==> src/rtl/core/ecf_ram.sv <==
// ----------------------------------------------------------------------------
// ecf_ram : generic single-write, single-read RAM
// One write port, one read port with registered read data.
// ----------------------------------------------------------------------------
module ecf_ram #(
  parameter int WIDTH = 8,
  parameter int DEPTH = 64
) (
  input  logic                     clk,
  input  logic                     we,
  input  logic [$clog2(DEPTH)-1:0] wr_addr,
  input  logic [WIDTH-1:0]         wr_data,
  input  logic [$clog2(DEPTH)-1:0] rd_addr,
  output logic [WIDTH-1:0]         rd_data_r
);

  logic [WIDTH-1:0] mem [DEPTH];

  always_ff @(posedge clk) begin
    if (we) begin
      mem[wr_addr] <= wr_data;
    end
    rd_data_r <= mem[rd_addr];
  end

endmodule

==> config.mk <==
export PLATFORM = sky130hd
export DESIGN_NAME = ecf_ram
export DESIGN_NICKNAME = d
export VERILOG_FILES = /design/src/rtl/core/ecf_ram.sv
export SDC_FILE = /design/constraint.sdc
export NUM_CORES = 1
export LEC_CHECK = 0
export BUFFER_PORTS_ARGS = -buffer_cell sky130_fd_sc_hd__buf_2
export CAP_MARGIN = 20
export CORE_MARGIN = 5
export CORE_UTILIZATION = 55
export CTS_BUF_LIST = sky130_fd_sc_hd__clkbuf_8
export CTS_CLUSTER_SIZE = 12
export DETAILED_ROUTE_END_ITERATION = 16
export PLACE_DENSITY_LB_ADDON = 0.08
export SKIP_CTS_REPAIR_TIMING = 1
export SLEW_MARGIN = 20
export SYNTH_ARGS = -nofsm -noshare
export SYNTH_HDL_FRONTEND = slang
export SYNTH_SLANG_ARGS = --single-unit
==> constraint.sdc <==
create_clock -name clk -period 2.1 [get_ports clk]
set_input_delay 0.21 -clock clk [delete_from_list [all_inputs] [get_ports clk]]
set_output_delay 0.21 -clock clk [all_outputs]
set_load 0.05 [all_outputs]
# After elaboration in Yosys (flattened, before gate mapping)
# Memories as Yosys holds them, arrays and structs flattened. A register that Yosys moved wholly into a read port is not among the register bits.
# Index checks and enable logic that the tools add are counted.
# Widths: inputs -> output; s select.
# word_totals
reg_bits	0
ram_bits	512
inputBits	22
output_inout_bits	8
memories	1
# classes
mux	2
# memory_table
name	depth	word_bits	read_ports	rd_clocked_by_memory_dff	wr	line	text
mem	64	8	1	1	1	17	logic [WIDTH-1:0] mem [DEPTH];
# ops
cell	n
$mux 1	2

# Depth between registers and ports, before layout
# Gate-level depths: netlist of run 1.
# depth
depth_word	2
ltp_mapped	9
mapped_depth_nobuf	5

# Worst setup path before layout of run 1
# OpenSTA, ideal clock, no wires.
# synth_path
path_type	input port to flip-flop
startpoint	input rd_addr[1]
endpoint	register rd_data_r[3] (read register of mem)
setup_time_ns	0.128
arrival_time_ns	1.750
required_time_ns	1.972
slack_ns	0.222
cell_stages	7
n_path_buf	3
cell_sequence	buf_4 > buf_2 > buf_2 > mux4_2 > mux4_2 > o21ai_1 > o41ai_1
# synth_rtl
item	line	text
start: declaration	13	input logic [$clog2(DEPTH)-1:0] rd_addr,
end: declaration	14	output logic [WIDTH-1:0] rd_data_r

==> impl_metrics.env, run 1 <==
export IMPL_status="complete, no violations"
export IMPL_cts_made_buffers=82
export IMPL_whs_ns=0.0496
export IMPL_worstPathMaxFanout=1
export IMPL_nets=1163
export IMPL_grt_overflow_total=0
export IMPL_period_share=0.953
export IMPL_yosysTopAreaCell="edfxtp_1"
export IMPL_cp_startpoint="mem[29][4]"
export IMPL_min_period_ns=2.00
export IMPL_initial_core_util=0.554
export IMPL_reg2reg_from="mem[29][4]"
export IMPL_antenna_found_initial=2
export IMPL_areaGrowthSynthToFinish_pct=15.5
export IMPL_via_count=10200
export IMPL_critPathRequiredTime_ns=2.59
export IMPL_rows=70
export IMPL_skew_ns=0.0213
export IMPL_drive_above_1_share=0.339
export IMPL_io_buffers=29
export IMPL_wirelength_um=46900
export IMPL_coreArea_um2=36400
export IMPL_drtIter0Drc=1064
export IMPL_setup_viol=0
export IMPL_ys_seq_area_frac=0.770
export IMPL_root_buffer="clkbuf_8"
export IMPL_clock_sinks=520
export IMPL_grt_usage=0.236
export IMPL_grt_pass1_vias=10800
export IMPL_wl_met1_um=19100
export IMPL_maxCapViolations=0
export IMPL_utilization=0.639
export IMPL_synthFlopType="edfxtp_1"
export IMPL_wl_per_cell_um=28.1
export IMPL_syn_avg_cell_area_um2=21.5
export IMPL_grt_max_degree=65
export IMPL_die_w_um=201
export IMPL_clkTransAtPathRegs_ns=0.07
export IMPL_route_top_layer_used="met5"
export IMPL_dr_wl_met3_um=3330
export IMPL_antenna_cells=0
export IMPL_synth_top_cell_area_share=0.762
export IMPL_hold_viol=0
export IMPL_startpoint_type="flip-flop"
export IMPL_post_place_cells=1525
export IMPL_syn_num_nets=962
export IMPL_p_leak_uw=0.00771
export IMPL_grt_pass1_wl_um=70400
export IMPL_clk_latency_ns=0.61
export IMPL_final_area_um2=23300
export IMPL_cts_max_level=3
export IMPL_synth_edf_count=512
export IMPL_hold_start="rd_addr[5]"
export IMPL_io_pins=30
export IMPL_gp_congestion=0.837
export IMPL_rsz0062_at_grt="false"
export IMPL_synth_area_leaders="edfxtp_1 (76%), mux4_2 (14%), nor2_1 (1.5%)"
export IMPL_hold_class="input port to flip-flop"
export IMPL_ir_drop_mv=0.545
export IMPL_dieHeight_um=201
export IMPL_fmax_mhz=500
export IMPL_netlist_area_um2=20200
export IMPL_dieArea_um2=40600
export IMPL_ys_seq_elements=520
export IMPL_powerDensity_nw_per_um2=884
export IMPL_fin_cells=1669
export IMPL_synth_most_common_cell="edfxtp_1"
export IMPL_placed_area_um2=21800
export IMPL_async_reset_ff_frac=0
export IMPL_cts_path_max_buffers=3
export IMPL_synth_cell_types=40
export IMPL_critical_path_arrival_ns=2.49
export IMPL_slew_headroom=0.424
export IMPL_ys_warn_count=0
export IMPL_drc=0
export IMPL_dr_wl_met2_um=23800
export IMPL_slew_violations=0
export IMPL_antenna_left=0
export IMPL_dpl_hpwl_um=29800
export IMPL_worst_pin_slew_ns=0.864
export IMPL_worst_setup_path_type="flip-flop to flip-flop"
export IMPL_synth_cells=940
export IMPL_cts_tree="yes"
export IMPL_cp_end_kind="flip-flop"
export IMPL_drt_pass1_iter_count=5
export IMPL_ys_top_cells_by_count="edfxtp_1 (512), mux4_2 (126), nor2_1 (83)"
export IMPL_via_per_inst=6.12
kinds of logic (layout without fill, tap and decap cells):
family / count (synthesis) / after routing / synth area share
AO/OA/AOI/OAI: 54 / 54 / 0.0207
buffers and inverters: 51 / 312 / 0.0157
multiplexers: 162 / 162 / 0.159
AND/OR/NAND/NOR: 153 / 153 / 0.0339
flip-flops: 520 / 520 / 0.770
state kept, by name (all words and copies together) (netlist names):
name       count
mem          512
rd_data_r      8
power breakdown:
part	internal [µW]	switching (µW)
combinational	490	736
clock	4120	3720
sequential	11500	35.3
total	16100	4500
worst max-delay path, stage by stage, from the launching register on:
cell and delay [ns]:
edfxtp_1 0.37, mux4_2 0.48, mux2_2 0.28, o221a_2 0.28, nor3_1 0.21, buf_4 0.17, o32ai_1 0.08
routing by layer:
metal / track usage / vias to the layer above
met5: 0 / -
met4: 0.0618 / 4
met3: 0.0537 / 54
met2: 0.388 / 366
met1: 0.327 / 5462
li1: - / 4335
cell type report:
type	instances	area, µm²
clock inverter	55	270
timing repair buffer	168	1360
sequential	520	15500
multi-input combinational	369	4320
tap	468	586
clock buffer	89	1220
fill	2496	13100
placed cells by master, fill, tap and decap left out, types with 12 or more instances in the layout:
cell type | Yosys | layout
mux4_2 | 126 | 126
mux2_2 | 13 | 13
mux2i_1 | 23 | 23
buf_4 | 13 | 131
clkinv_1 | 0 | 17
clkbuf_8 | 0 | 90
nor2_1 | 83 | 83
nand3_1 | 13 | 13
nand2_1 | 19 | 19
buf_2 | 11 | 24
edfxtp_1 | 512 | 512
buf_12 | 2 | 12
inv_1 | 0 | 29
nor2b_1 | 14 | 14
worst paths after layout:
check / end / slack, ns / cells past startpoint
worst max-delay path: rd_data_r[4] / 0.1 / 6
worst min-delay path: rd_data_r[2] / 0.05 / 3
worst max register to register: rd_data_r[4] / 0.1 / 6
worst min register to register: rd_data_r[4] / 0.85 / 3
metrics by stage:
| step | setup TNS [ns] | setup WS (ns) | total power (µW) |
|---|---|---|---|
| after floorplan | 0 | 0.222 | 12400 |
| after global placement | -1.19 | -0.427 | 12900 |
| after detailed placement | -1.18 | -0.363 | 13000 |
| after CTS | 0 | 0.0785 | 20800 |
| after global routing | 0 | 0.00425 | 21400 |
| final | 0 | 0.0989 | 20600 |
(Power assumes the default switching activity.)
==> run 2, diff against run 1 <==
--- a/config.mk
+++ b/config.mk
@@ -8,7 +8,7 @@
 export BUFFER_PORTS_ARGS = -buffer_cell sky130_fd_sc_hd__buf_2
 export CAP_MARGIN = 20
 export CORE_MARGIN = 5
-export CORE_UTILIZATION = 55
+export CORE_UTILIZATION = 26
 export CTS_BUF_LIST = sky130_fd_sc_hd__clkbuf_8
 export CTS_CLUSTER_SIZE = 12
 export DETAILED_ROUTE_END_ITERATION = 16
==> impl_metrics.env, run 2 (same netlist as run 1, synthesis figures left out) <==
export IMPL_worstPathMaxFanout=1
export IMPL_worst_setup_path_type="flip-flop to flip-flop"
export IMPL_drtIter0Drc=657
export IMPL_final_common_cell="edfxtp_1"
export IMPL_min_period_ns=2.05
export IMPL_setup_viol=0
export IMPL_cts_tree="yes"
export IMPL_fmax_mhz=489
export IMPL_worst_pin_slew_ns=0.796
export IMPL_antenna_found_initial=3
export IMPL_wirelength_um=57200
export IMPL_utilization=0.317
export IMPL_startpoint_type="flip-flop"
export IMPL_dieArea_um2=83200
export IMPL_drc=0
export IMPL_drive_above_1_share=0.364
export IMPL_dpl_hpwl_um=36700
export IMPL_skew_ns=0.0326
export IMPL_gp_congestion=0.758
export IMPL_rows=102
export IMPL_period_share=0.974
export IMPL_status="complete, no violations"
export IMPL_cts_max_level=3
export IMPL_via_count=10100
export IMPL_areaGrowthSynthToFinish_pct=21.5
export IMPL_fillerInstances=7443
export IMPL_largest_register_ffs=512
export IMPL_setup_ws_ns=0.0540
export IMPL_hold_class="input port to flip-flop"
export IMPL_initial_core_util=0.261
export IMPL_reg2reg_from="mem[15][0]"
export IMPL_largestRegisters="mem x512, rd_data_r x8"
export IMPL_clkTransAtPathRegs_ns=0.06
export IMPL_regMostFlops="mem"
export IMPL_fin_cells=2294
export IMPL_grt_overflow_total=0
export IMPL_critPathRequiredTime_ns=2.63
export IMPL_die_w_um=289
export IMPL_slew_violations=0
export IMPL_whs_ns=0.0363
export IMPL_drt_pass1_iter_count=5
export IMPL_antenna_left=0
export IMPL_grt_usage=0.139
export IMPL_critical_path_arrival_ns=2.58
export IMPL_nets=1207
export IMPL_cts_made_buffers=92
export IMPL_wl_per_cell_um=24.9
export IMPL_maxCapViolations=0
export IMPL_hold_viol=0
export IMPL_slew_headroom=0.469
export IMPL_grt_max_degree=65
export IMPL_cp_startpoint="mem[15][0]"
export IMPL_rsz0062_at_grt="false"
export IMPL_cts_path_max_buffers=3
export IMPL_cp_end_kind="flip-flop"
export IMPL_final_cell_mix="edfxtp_1 (512), buf_4 (155), mux4_2 (126), clkbuf_8 (98), nor2_1 (82)"
export IMPL_multi_input_area_um2=4330
export IMPL_dieHeight_um=289
export IMPL_via_per_inst=4.41
export IMPL_post_place_cells=2130
export IMPL_grt_pass1_wl_um=81700
export IMPL_setup_tns_ns=0
export IMPL_clk_latency_ns=0.67
export IMPL_clock_sinks=520
export IMPL_io_pins=30
export IMPL_io_buffers=29
export IMPL_grt_pass1_vias=10900
export IMPL_hold_start="wr_data[0]"
export IMPL_powerDensity_nw_per_um2=873
export IMPL_place_ws_ns=-0.387
export IMPL_ir_drop_mv=0.410
export IMPL_p_leak_uw=0.00799
export IMPL_root_buffer="clkbuf_8"
export IMPL_area_sequential_um2=15500
export IMPL_coreArea_um2=77200
## run 2: cell types whose count changed in the layout (fill, tap and decap cells not counted), sizes merged
cell and delta:
clkbuf +8, clkinv -1, bufinv -1, buf +34, dlygate4sd3 +1, clkinvlp +1
diode +4, inv +7
## run 2: per-stage QoR
| stage | instance area, µm² | power, µW |
|---|---|---|
| after floorplan | 20200 | 12400 |
| after global placement | 22800 | 13200 |
| after detailed placement | 22800 | 13200 |
| after CTS | 24500 | 21800 |
| after global routing | 24500 | 22400 |
| final | 24500 | 21400 |
## run 2: worst max-delay path, stage by stage (launching register included)
cell	delay, ns
edfxtp_1	0.36
mux4_2	0.53
mux4_2	0.54
nor2_1	0.25
nor3_1	0.08
o2bb2ai_1	0.16
## run 2: cell type report
class / instances / share of cell area
multi-input combinational: 369 / 0.177
antenna: 4 / 0.000408
timing repair buffer: 202 / 0.0693
clock buffer: 98 / 0.0550
clock inverter: 61 / 0.0114
tap: 1040 / 0.0531
sequential: 520 / 0.634
## run 2: layer usage
layer	global-route usage	vias up	part of all wire
met3	0.0285	96	0.043
met4	0.0392	0	0.024
met2	0.222	216	0.47
met5	0	-	0
li1	-	4435	-
met1	0.193	5380	0.46
## run 2: path summary, 6_finish.rpt
| check | to | cells after the start | slack [ns] |
|---|---|---|---|
| worst max-delay path | rd_data_r[0] | 5 | 0.05 |
| worst min-delay path | mem[19][0] | 2 | 0.04 |
| worst max register to register | rd_data_r[0] | 5 | 0.05 |
| worst min register to register | rd_data_r[5] | 5 | 0.93 |
## run 2: where the power goes
part | switching (µW) | internal [µW] | leakage [µW]
combinational | 831 | 547 | 0.00236
sequential | 41.7 | 11500 | 0.00467
clock | 4100 | 4390 | 0.000958
total | 4970 | 16400 | 0.00799
